==> config.mk <==
export PLATFORM = sky130hd
export DESIGN_NAME = mtts_ctrl
export DESIGN_NICKNAME = d
export VERILOG_FILES = /design/src/hdl/mtts_pkg.sv /design/src/hdl/mtts_ctrl.sv
export SDC_FILE = /design/constraint.sdc
export NUM_CORES = 1
export LEC_CHECK = 0
export ABC_CLOCK_PERIOD_IN_PS = 3000
export BUFFER_PORTS_ARGS = -buffer_cell sky130_fd_sc_hd__buf_2
export CAP_MARGIN = 20
export CELL_PAD_IN_SITES_DETAIL_PLACEMENT = 2
export CELL_PAD_IN_SITES_GLOBAL_PLACEMENT = 2
export CORE_AREA = 2 2 39 41
export CTS_BUF_LIST = sky130_fd_sc_hd__clkbuf_8
export CTS_CLUSTER_SIZE = 25
export DETAILED_ROUTE_END_ITERATION = 12
export DIE_AREA = 0 0 41 43
export PLACE_DENSITY_LB_ADDON = 0.1
export SETUP_SLACK_MARGIN = 0.2
export SKIP_LAST_GASP = 1
export SLEW_MARGIN = 15
export SYNTH_ARGS = -nofsm -noshare
export SYNTH_HDL_FRONTEND = slang
export SYNTH_SLANG_ARGS = --single-unit
==> constraint.sdc <==
create_clock -name aclk -period 3 [get_ports aclk]
set_input_delay 0.3 -clock aclk [delete_from_list [all_inputs] [get_ports aclk]]
set_output_delay 0.3 -clock aclk [all_outputs]
set_load 0.005 [all_outputs]
==> src/hdl/mtts_pkg.sv <==
// Shared types, constants and the tempering function of the two-stream Mersenne Twister.
// Used by the controller, the datapath and the top level; depends on nothing.
package mtts_pkg;

    typedef logic [31:0] word_t;

    localparam word_t TWIST_MATRIX = 32'h9908_b0df;
    localparam word_t HIGH_BIT     = 32'h8000_0000;
    localparam word_t LOW_BITS     = 32'h7fff_ffff;
    localparam word_t TEMPER_B     = 32'h9d2c_5680;
    localparam word_t TEMPER_C     = 32'hefc6_0000;
    localparam word_t LCG_MULT     = 32'd69069;

    localparam logic ACTION_SEED = 1'b0;
    localparam logic ACTION_DRAW = 1'b1;

    typedef struct packed {
        logic take;
        logic seed_step;
        logic rd1;
        logic rd2;
        logic twist;
        logic out_load;
    } mtts_cmd_t;

    typedef struct packed {
        logic need_seed;
        logic is_draw;
        logic seed_last;
        logic out_free;
    } mtts_status_t;

    function automatic word_t temper(input word_t x);
        word_t y;
        y = x ^ (x >> 11);
        y = y ^ ((y << 7) & TEMPER_B);
        y = y ^ ((y << 15) & TEMPER_C);
        y = y ^ (y >> 18);
        return y;
    endfunction

endpackage

==> src/hdl/mtts_ctrl.sv <==
// Sequencing state machine of the two-stream Mersenne Twister.
// Depends on mtts_pkg for the command and status structs.
module mtts_ctrl (
    input  logic                  aclk,
    input  logic                  aresetn,
    input  logic                  s_tvalid,
    output logic                  s_tready,
    input  mtts_pkg::mtts_status_t status,
    output mtts_pkg::mtts_cmd_t    cmd
);
    import mtts_pkg::*;

    localparam logic [2:0] ST_IDLE   = 3'd0;
    localparam logic [2:0] ST_DECODE = 3'd1;
    localparam logic [2:0] ST_SEED   = 3'd2;
    localparam logic [2:0] ST_RD1    = 3'd3;
    localparam logic [2:0] ST_RD2    = 3'd4;
    localparam logic [2:0] ST_TWIST  = 3'd5;
    localparam logic [2:0] ST_OUT    = 3'd6;

    logic [2:0] state_reg;
    logic [2:0] state_next;

    always_ff @(posedge aclk) begin
        if (!aresetn) begin
            state_reg <= ST_IDLE;
        end else begin
            state_reg <= state_next;
        end
    end

    always_comb begin
        state_next = state_reg;
        cmd        = '0;
        s_tready   = 1'b0;
        unique case (state_reg)
            ST_IDLE: begin
                s_tready = 1'b1;
                if (s_tvalid) begin
                    cmd.take   = 1'b1;
                    state_next = ST_DECODE;
                end
            end
            ST_DECODE: begin
                state_next = status.need_seed ? ST_SEED : ST_RD1;
            end
            ST_SEED: begin
                cmd.seed_step = 1'b1;
                if (status.seed_last) begin
                    state_next = status.is_draw ? ST_RD1 : ST_IDLE;
                end
            end
            ST_RD1: begin
                cmd.rd1    = 1'b1;
                state_next = ST_RD2;
            end
            ST_RD2: begin
                cmd.rd2    = 1'b1;
                state_next = ST_TWIST;
            end
            ST_TWIST: begin
                cmd.twist  = 1'b1;
                state_next = ST_OUT;
            end
            ST_OUT: begin
                if (status.out_free) begin
                    cmd.out_load = 1'b1;
                    state_next   = ST_IDLE;
                end
            end
            default: begin
                state_next = ST_IDLE;
            end
        endcase
    end

endmodule

# == Yosys cells after proc, flatten, opt, wreduce, memory -nomap -nowiden ==
# Index checks and enable logic that the tools add are counted.
# totals
out_inout_bits,7
inputBits,7
regBits,3
word_cells,27
# classes
mux,15
reduce_logical,2
eq_ne,9
# op_table
cell,n
one-hot mux 3 bit (7 select lines),1
2-to-1 mux 1 bit,10
equality test 3 bit (second input constant),3
2-to-1 mux 3 bit,3
equality test 3 x 2 -> 1 bit (second input constant),2
!= test 2 bit (second input constant),3
equality test 3 x 1 -> 1 bit (second input constant),1
logical NOT 3 bit,1
AND reduction 3 bit,1
2-to-1 mux 2 bit,1

# == Longest topological paths before layout ==
# Gate-level depths: netlist (run 1).
# logic_depth
word_depth,3
depth_mapped,4
mapped_depth_nobuf,3

# == Worst setup path before layout (run 1) ==
# Ideal clock, no wire load.
# synth_timing
path_type,reg-to-output
from,register state_reg[0]
to,output cmd[5] (netlist name)
n_path_buf,1
required_time_ps,2700
t_arrival_ps,810
stages_incl_launch_ff,4
slack_ps,1890
path_cell_list,dfxtp_1 > buf_4 > nor3_2 > and2_1
# synth_lines
item,line,text
"start, declared",mtts_ctrl.sv:21,logic [2:0] state_reg;
"start signal, assigned",mtts_ctrl.sv:28,state_reg <= state_next;
"end, declared",mtts_ctrl.sv:9,output mtts_pkg::mtts_cmd_t cmd

==> reports/metrics.yaml, run 1 <==
run_status:
  status: "finished, final reports clean"
clocking:
  cts_hold_buf: 0
  post_cts_buffers: 0
  cts-htree-levels: 1
  clk_path_buf_depth: 2
  cts_tree: "built"
  cts_root_buf: "clkbuf_8"
  cts_resized: 0
  clock_latency_ns: 0.22
  cts.clk_slew.worst_paths_ns: 0.03
  clock-sinks: 3
  cts_buffers: 3
timing:
  worst_slew_pin_slew_ns: 0.494
  final.min_clock_period_ns: 1.52
  slew_headroom_pct: 67.0
  tns_ns: 0
  hold_violations: 0
  fin_crit_sh_pct: 50.6
  finClkSkew_ns: 0.00164
  slew_viol_final: 0
  fmax_ghz: 0.658
  rsz0062_at_grt: "false"
  finalSetupViolations: 0
power_and_ir_drop:
  power.density_nw_per_um2: 635
  leakage_nw: 0.169
  peakVddDrop_mv: 0.225
route:
  antenna_left: 0
  dr.pass1.iters: 4
  wl_um: 887
  dr.first_iter.drc_count: 4
  viasPerCell: 4.79
  drcViolationCount: 0
  wl_per_cell_um: 14.1
  vias: 302
worst_setup_path:
  rrSetupSlack_ns: 1.68
  end_kind: "primary output"
  ff2ff_path_depth: 3
  critPathMaxFanout: 16
  crit_path_start_kind: "flip-flop"
  crit_type: "reg2out"
  crit_required_ns: 2.70
  timing.rr.end: "state_reg[0]"
  arrival_ns: 1.22
  reg2reg_from: "state_reg[1]"
floorplan:
  fp.dieW_um: 41
  initial_core_util_pct: 19.8
  dieArea_um2: 1760
  die_h_um: 43
  io_pins: 14
  rows: 14
  core-area_um2: 1380
finish:
  postLayoutCellArea_um2: 378
  antenna_cells: 0
  fin_nets: 55
  area_growth_pct: 37.9
  largest_register_ffs: 3
  drive_gt1_share_pct: 38.3
  final_core_util_pct: 27.3
yosys:
  synth_edf_count: 0
  yosys_warnings: 0
  synth_fp_nets: 40
  yosysMostFrequentCell: "dfxtp_1"
  synth_area_um2: 274
  yosys.area.top_type: "dfxtp_1"
  synth.area.top_cells: "dfxtp_1, mux2i_1, buf_4, nor3b_1, nand2b_1"
  syn_area_per_cell_um2: 8.30
  post-synth-top-area-fraction_pct: 21.9
  ys_ff_latch: 3
  syn_inst: 33
  async_flop_share_pct: 0
  synth_cell_types: 23
  synth_flop_cell: "dfxtp_1"
  ys_seq_area_share_pct: 21.9
placement:
  portBuffers: 13
  placed_area_um2: 333
  finalWeightedCongestion: 0.680
min_path:
  min_path_type: "in2reg"
  worstHoldPathCells: 3
  min_from: "aresetn"
  hold_path_end: "state_reg[1]"
global_route:
  grt_overflow: 0
  grt_pass1_vias: 323
  grt_pass1_wl_mm: 1.46
  antenna_found_initial: 0
  grt_max_degree: 17
  gr-usage-all-layers_pct: 12.8
job:
  cap_violations: 0
[worst max-delay path, cell delays in order, from the launching register on]
cell     delay [ns]
dfxtp_1        0.62
and3b_1        0.26
buf_2          0.12
[cell families after synthesis]
family                 after synthesis  share of synthesized area [%]
buffers and inverters                4                           11.0
DFF                                  3                           21.9
and+or+nand+nor                     16                           38.8
muxes                                2                           7.31
AOI/OAI and AO/OA                    8                           21.0
[metrics by stage]
stage	power [W]	hold slack, ns	cells	setup slack (ns)
floorplan	0.000105	0.423	33	1.89
global placement	0.000119	0.556	59	1.76
detailed placement	0.000124	0.568	59	1.67
CTS	0.000244	0.339	63	1.45
global route	0.000257	0.364	63	1.37
finish	0.000240	0.337	63	1.48
[layer usage]
metal	up-vias	track usage, %	routed length (µm)
li1	149	-	-
met1	140	13.7	338
met2	11	20.0	485
met3	2	4.71	53
met4	0	8.00	10
met5	-	0	0
[area by class of cell]
cell class	count	area [µm²]
fillers	174	1010
multi-input cells	26	184
repair buffers	13	65.1
flip-flops and latches	3	60.1
clock buffers	3	41.3
well taps	16	20.0
clock inverters	1	3.75
inverters	1	3.75
[cells in the final DEF, fill, tap and decap left out, drive strengths merged]
cell type  netlist  routed
a21oi            2       2
a31oi            1       1
and2             1       1
and3b            1       1
and4             1       1
buf              3      13
clkbuf           0       3
dfxtp            3       3
inv              1       2
mux2i            2       2
nand2            2       2
nand2b           2       2
nor2             2       2
nor2b            2       2
nor3             2       2
nor3b            3       3
o2111ai          1       1
o21ai            1       1
o21bai           1       1
o221a            1       1
o41ai            1       1
[worst max path at each step]
stage                     slack (ns)            to          from  depth (start not counted)
after floorplan                 1.89        cmd[5]  state_reg[0]                          3
after global placement          1.76        cmd[4]  state_reg[1]                          2
after detailed placement        1.67  state_reg[0]  state_reg[1]                          3
after CTS                       1.45        cmd[2]  state_reg[2]                          2
after global routing            1.37        cmd[4]  state_reg[1]                          2
final                           1.48        cmd[3]  state_reg[1]                          2
[report_power, final]
group	total (W)	switching, W	internal, W
logic	0.0000550	0.0000231	0.0000318
clock network	0.000117	0.0000292	0.0000873
registers	0.0000683	0.0000221	0.0000462
Note: power is estimated with default switching activity, not from simulation.
==> run 2, diff against run 1 <==
--- a/config.mk
+++ b/config.mk
@@ -5,7 +5,8 @@
 export SDC_FILE = /design/constraint.sdc
 export NUM_CORES = 1
 export LEC_CHECK = 0
-export ABC_CLOCK_PERIOD_IN_PS = 3000
+export ABC_AREA = 1
+export ABC_CLOCK_PERIOD_IN_PS = 1400
 export BUFFER_PORTS_ARGS = -buffer_cell sky130_fd_sc_hd__buf_2
 export CAP_MARGIN = 20
 export CELL_PAD_IN_SITES_DETAIL_PLACEMENT = 2
==> constraint.sdc (replaced) <==
create_clock -name aclk -period 1.4 [get_ports aclk]
set_input_delay 0.14 -clock aclk [delete_from_list [all_inputs] [get_ports aclk]]
set_output_delay 0.14 -clock aclk [all_outputs]
set_load 0.005 [all_outputs]
==> reports/metrics.yaml, run 2 <==
run_status:
  status: "finished, final reports clean"
route:
  dr.first_iter.drc_count: 0  # -4
  vias: 316  # +4.6%
  dr.pass1.iters: 1  # -3
  viasPerCell: 4.21  # -12%
  wl_per_cell_um: 10.1  # -28%
  routed-wl-met2_um: 385  # -21%
  dr_wl_met3_um: 35  # -34%
  drcViolationCount: 0  # unchanged
  wl_um: 759  # -14%
  antenna_left: 0  # unchanged
  wirelength_met1_um: 339  # +0.30%
  highest_layer: "met3"
timing:
  slew_viol_final: 0  # unchanged
  finClkSkew_ns: 0.000436  # -0.00120 ns
  rsz0062_at_grt: "false"
  finalSetupViolations: 0  # unchanged
  fmax_ghz: 0.894
  fin_crit_sh_pct: 79.9
  final.min_clock_period_ns: 1.12
  tns_ns: 0  # unchanged
  hold_violations: 0  # unchanged
  slew_headroom_pct: 87.9  # +21 points
  worst_slew_pin_slew_ns: 0.179  # -0.315 ns
worst_setup_path:
  critPathMaxFanout: 7  # -9
  crit_type: "reg2out"
  crit_path_start_kind: "flip-flop"
  crit_required_ns: 1.26  # -1.44 ns
  ff2ff_path_depth: 7  # +4
  arrival_ns: 0.98  # -0.24 ns
  end_kind: "primary output"
power_and_ir_drop:
  switching_share_pct: 36.6  # +5.6 points
  power_frac_comb_pct: 36.7  # +14 points
  clockPowerShare_pct: 37.9  # -11 points
  p_switching_w: 0.000232  # +210%
  power.density_nw_per_um2: 1660  # +160%
  peakVddDrop_mv: 0.633  # +180%
  leakage_nw: 0.225  # +33%
  intPower_w: 0.000401  # +140%
  seq_power_share_pct: 25.4  # -3.1 points
min_path:
  worstHoldPathCells: 3  # unchanged
  min_path_type: "in2reg"
yosys:
  synth.area.top_cells: "dfxtp_1, nand2_1, nand3_1, inv_1, nor2_1"
  ys_seq_area_share_pct: 25.9  # +4.0 points
  synth_edf_count: 0  # unchanged
  synth_flop_cell: "dfxtp_1"
  yosys_warnings: 0  # unchanged
  syn_area_per_cell_um2: 5.65  # -32%
  post-synth-top-area-fraction_pct: 25.9  # +4.0 points
  yosys.area.top_type: "dfxtp_1"
  synth_cell_types: 12  # -48%
  ys_ff_latch: 3  # unchanged
  synthTopCellsByCount: "nand2_1, inv_1, nor2_1"
  syn_inst: 41  # +24%
  async_flop_share_pct: 0  # unchanged
  yosysMostFrequentCell: "nand2_1"
  synth_fp_nets: 48  # +20%
  synth_area_um2: 231  # -16%
clocking:
  cts_tree: "built"
  cts-htree-levels: 1  # unchanged
  cts_root_buf: "clkbuf_8"
  cts.clk_slew.worst_paths_ns: 0.03  # about the same
  clock-sinks: 3  # unchanged
  clock_latency_ns: 0.21  # about the same
  clk_path_buf_depth: 2  # unchanged
  cts_buffers: 3  # unchanged
finish:
  final_cell_mix: "buf_2, nand2_1, inv_1"
  final_core_util_pct: 27.5  # +0.18 points
  final_common_cell: "buf_2"
  antenna_cells: 0  # unchanged
  fin_nets: 67  # +22%
  largest_register_ffs: 3  # unchanged
  fillers: 185  # +6.3%
  instances_no_fill: 75  # +19%
  area_growth_pct: 64.3
  drive_gt1_share_pct: 45.8  # +7.5 points
placement:
  dp_hpwl_um: 639
  dp_cells: 70  # +19%
  portBuffers: 13  # unchanged
  finalWeightedCongestion: 0.724  # +6.5%
floorplan:
  rows: 14  # unchanged
  fp.dieW_um: 41  # unchanged
  io_pins: 14  # unchanged
  initial_core_util_pct: 16.7  # -3.1 points
  dieArea_um2: 1760  # unchanged
  die_h_um: 43  # unchanged
  core-area_um2: 1380  # unchanged
global_route:
  grt_pass1_vias: 281  # -13%
  gr-usage-all-layers_pct: 10.2  # -2.6 points
  grt_overflow: 0  # unchanged
  antenna_found_initial: 0  # unchanged
  grt_max_degree: 8  # -9
  grt_pass1_wl_mm: 1.22  # -16%
job:
  cap_violations: 0  # unchanged
==> run 2: layer usage <==
| metal | track usage, % | vias up |
|---|---|---|
| met5 | 0 | - |
| met4 | 4.00 | 0 |
| met3 | 1.57 | 0 |
| met2 | 15.9 | 7 |
| met1 | 13.4 | 146 |
| li1 | - | 163 |
==> run 2: power groups by stage <==
stage / clock network (W) / logic [W] / registers, W
floorplan: 0 / 0.000144 / 0.000137
global placement: 0 / 0.000210 / 0.000151
detailed placement: 0 / 0.000219 / 0.000152
CTS: 0.000248 / 0.000224 / 0.000160
global route: 0.000265 / 0.000268 / 0.000169
finish: 0.000240 / 0.000232 / 0.000161
==> run 2: layout make-up <==
class	count	area, µm²	share of cell area (%)
tap	16	20.0	5.26
sequential	3	63.8	16.8
inverter	9	36.3	9.54
clock buffer	3	41.3	10.9
multi-input combinational	29	143	37.5
clock inverter	1	3.75	0.987
timing repair buffer	14	72.6	19.1
==> run 2: metrics by stage <==
step | hold WS [ns] | power (W) | instance area (µm²) | setup WS (ns)
6_report | 0.171 | 0.000633 | 380 | 0.281
5_1_grt | 0.169 | 0.000701 | 380 | 0.211
4_1_cts | 0.173 | 0.000632 | 370 | 0.243
3_5_place_dp | 0.401 | 0.000371 | 317 | 0.322
3_3_place_gp | 0.398 | 0.000362 | 317 | 0.369
2_1_floorplan | 0.267 | 0.000281 | 231 | 0.495
==> run 2: final timing paths <==
| check | from | to | slack [ns] |
|---|---|---|---|
| max | state_reg[2] | cmd[0] | 0.28 |
| min | aresetn | state_reg[1] | 0.17 |
| max reg2reg | state_reg[2] | state_reg[0] | 0.34 |
| min reg2reg | state_reg[1] | state_reg[2] | 0.60 |
==> run 2: logic make-up (layout without fill, tap and decap cells) <==
family                 count (synthesis)  after routing  synth area share, %
and+or+nand+nor                       26             26                 53.0
buffers and inverters                  9             27                 14.6
AOI/OAI and AO/OA                      3              3                 6.48
DFF                                    3              3                 25.9
==> run 2: critical path, stage by stage (launching register included) <==
cell and delay, ns:
dfxtp_2 0.42, nand3_1 0.14, nor2_1 0.10, buf_2 0.11
==> run 2: timing repair <==
item                       CTS  global route
setup endpoints to repair    4             2
buffers inserted             0             1
gates resized for setup      4             1
hold buffers                 0             0
pin swaps                    0             1
==> run 3, diff against run 2 <==
--- a/config.mk
+++ b/config.mk
@@ -5,17 +5,16 @@
 export SDC_FILE = /design/constraint.sdc
 export NUM_CORES = 1
 export LEC_CHECK = 0
-export ABC_AREA = 1
-export ABC_CLOCK_PERIOD_IN_PS = 1400
+export ABC_AREA = 0
+export ABC_CLOCK_PERIOD_IN_PS = 1000
 export BUFFER_PORTS_ARGS = -buffer_cell sky130_fd_sc_hd__buf_2
 export CAP_MARGIN = 20
 export CELL_PAD_IN_SITES_DETAIL_PLACEMENT = 2
 export CELL_PAD_IN_SITES_GLOBAL_PLACEMENT = 2
-export CORE_AREA = 2 2 39 41
+export CORE_UTILIZATION = 21
 export CTS_BUF_LIST = sky130_fd_sc_hd__clkbuf_8
 export CTS_CLUSTER_SIZE = 25
 export DETAILED_ROUTE_END_ITERATION = 12
-export DIE_AREA = 0 0 41 43
 export PLACE_DENSITY_LB_ADDON = 0.1
 export SETUP_SLACK_MARGIN = 0.2
 export SKIP_LAST_GASP = 1
==> constraint.sdc (replaced) <==
create_clock -name aclk -period 1 [get_ports aclk]
set_input_delay 0.1 -clock aclk [delete_from_list [all_inputs] [get_ports aclk]]
set_output_delay 0.1 -clock aclk [all_outputs]
set_load 0.005 [all_outputs]
==> reports/metrics.yaml, run 3 (same netlist as run 1, synthesis figures left out) <==
floorplan:
  io_pins: 14  # unchanged
  dieArea_um2: 1450  # -18%
  rows: 12  # -2
  die_h_um: 38.1  # -11%
  fp.dieW_um: 38.1  # -7.0%
  initial_core_util_pct: 23.7  # +7.0 points
  core-area_um2: 1160  # -16%
finish:
  antenna_cells: 0  # unchanged
  largest_register_ffs: 3  # unchanged
  multi_input_area_um2: 210  # +47%
  area_growth_pct: 86.3
  drive_gt1_share_pct: 62.7  # +17 points
  seq_area_um2: 71.3  # +12%
  final_core_util_pct: 44.2  # +17 points
  final_cell_mix: "buf_2, buf_4, clkbuf_8, dfxtp_4"
  final_common_cell: "buf_2"
  fin_nets: 67  # unchanged
  fillers: 131  # -29%
  postLayoutCellArea_um2: 510  # +34%
clocking:
  cts_root_buf: "clkbuf_8"
  cts_hold_buf: 0  # unchanged
  clock_latency_ns: 0.22  # about the same
  cts_tree: "built"
  clk_path_buf_depth: 2  # unchanged
  cts.clk_slew.worst_paths_ns: 0.03  # about the same
  cts_buffers: 3  # unchanged
  cts-htree-levels: 1  # unchanged
  clock-sinks: 3  # unchanged
min_path:
  min_path_type: "in2reg"
timing:
  worst_slew_pin_slew_ns: 0.258  # +0.0791 ns
  fmax_ghz: 0.858
  slew_headroom_pct: 82.6  # -5.3 points
  rsz0062_at_grt: "true"
  final.min_clock_period_ns: 1.17
  slew_viol_final: 0  # unchanged
  setup_slack_ns: -0.166  # -0.447 ns
  finClkSkew_ns: 0.000198  # -0.000238 ns
  fin_crit_sh_pct: 117
  hold_slack_ns: 0.126  # -0.0447 ns
  finalSetupViolations: 9  # +9
  hold_violations: 0  # unchanged
worst_setup_path:
  arrival_ns: 1.07  # +0.09 ns
  crit_type: "reg2out"
  critPathMaxFanout: 5  # -2
  crit_required_ns: 0.90  # -0.36 ns
  crit_path_start_kind: "flip-flop"
  end_kind: "primary output"
route:
  viasPerCell: 4.88  # +16%
  wl_per_cell_um: 14.7  # +46%
  vias: 356  # +13%
  dr.first_iter.drc_count: 1  # +1
  drcViolationCount: 0  # unchanged
  wl_mm: 1.08  # +42%
  dr.pass1.iters: 2  # +1
  antenna_left: 0  # unchanged
power_and_ir_drop:
  p_switching_w: 0.000279  # +21%
  power_frac_comb_pct: 38.4  # +1.7 points
  leakage_nw: 0.245  # +9.2%
  clockPowerShare_pct: 40.3  # +2.4 points
  seq_power_share_pct: 21.3  # -4.1 points
  intPower_w: 0.000608  # +52%
  power.density_nw_per_um2: 1740  # +4.5%
  peakVddDrop_mv: 0.704  # +11%
  switching_share_pct: 31.5  # -5.1 points
run_status:
  status: "finished with violations"
  violations: "setup timing"
global_route:
  antenna_found_initial: 0  # unchanged
  gr-usage-all-layers_pct: 18.9  # +8.7 points
  grt_max_degree: 10  # +2
  grt_overflow: 0  # unchanged
  grt_pass1_vias: 382  # +36%
  grt_pass1_wl_mm: 1.79  # +47%
placement:
  finalWeightedCongestion: 0.676  # -6.7%
  dp_hpwl_um: 632  # -1.1%
  portBuffers: 13  # unchanged
  placed_area_um2: 369  # +17%
job:
  cap_violations: 0  # unchanged
run 3: metrics by stage:
step	std cells	total power (W)	setup TNS, ns	setup WS, ns
final	73	0.000888	-0.907	-0.166
after detailed placement	60	0.000419	-0.614	-0.123
after global routing	73	0.000944	-1.39	-0.221
after floorplan	33	0.000342	0	0.0751
after global placement	60	0.000405	-0.240	-0.0537
after CTS	72	0.000865	-0.850	-0.156
run 3: power by group through the flow:
stage | registers [W] | logic [W] | clock network, W
2_1_floorplan | 0.000159 | 0.000183 | 0
3_3_place_gp | 0.000200 | 0.000206 | 0
3_5_place_dp | 0.000205 | 0.000214 | 0
4_1_cts | 0.000189 | 0.000317 | 0.000359
5_1_grt | 0.000194 | 0.000370 | 0.000380
6_report | 0.000189 | 0.000341 | 0.000357
run 3: worst max-delay path: stages, from the launching register on:
cell	delay, ns
dfxtp_4	0.35
buf_6	0.12
nor3_4	0.12
and2_1	0.14
buf_2	0.10
run 3: repair_timing:
item,4_1_cts,5_1_grt
resized for setup,8,1
endpoints found under the setup margin,10,10
setup buffers,8,1
pin swaps,1,0
run 3: cell type report:
class                   instances  share of cell area [%]
multi-input cells              26                    41.2
repair buffers                 25                    31.9
flip-flops and latches          3                    14.0
clock buffers                   3                    8.09
well taps                      14                    3.43
clock inverters                 1                   0.735
inverters                       1                   0.735
run 3: routing by layer:
layer | vias up | track usage, % | wire, µm
li1 | 173 | - | -
met1 | 173 | 21.8 | 488
met2 | 10 | 30.9 | 538
met3 | 0 | 6.98 | 48
met4 | 0 | 8.04 | 0
met5 | - | 0 | 0
run 3: path summary, 6_finish.rpt:
| check | start | endpoint | slack, ns | cells past startpoint |
|---|---|---|---|---|
| worst max register to register | state_reg[1] | state_reg[1] | -0.12 | 5 |
| worst max-delay path | state_reg[1] | cmd[5] | -0.17 | 4 |
| worst min-delay path | aresetn | state_reg[1] | 0.13 | 3 |
| worst min register to register | state_reg[2] | state_reg[1] | 0.64 | 2 |
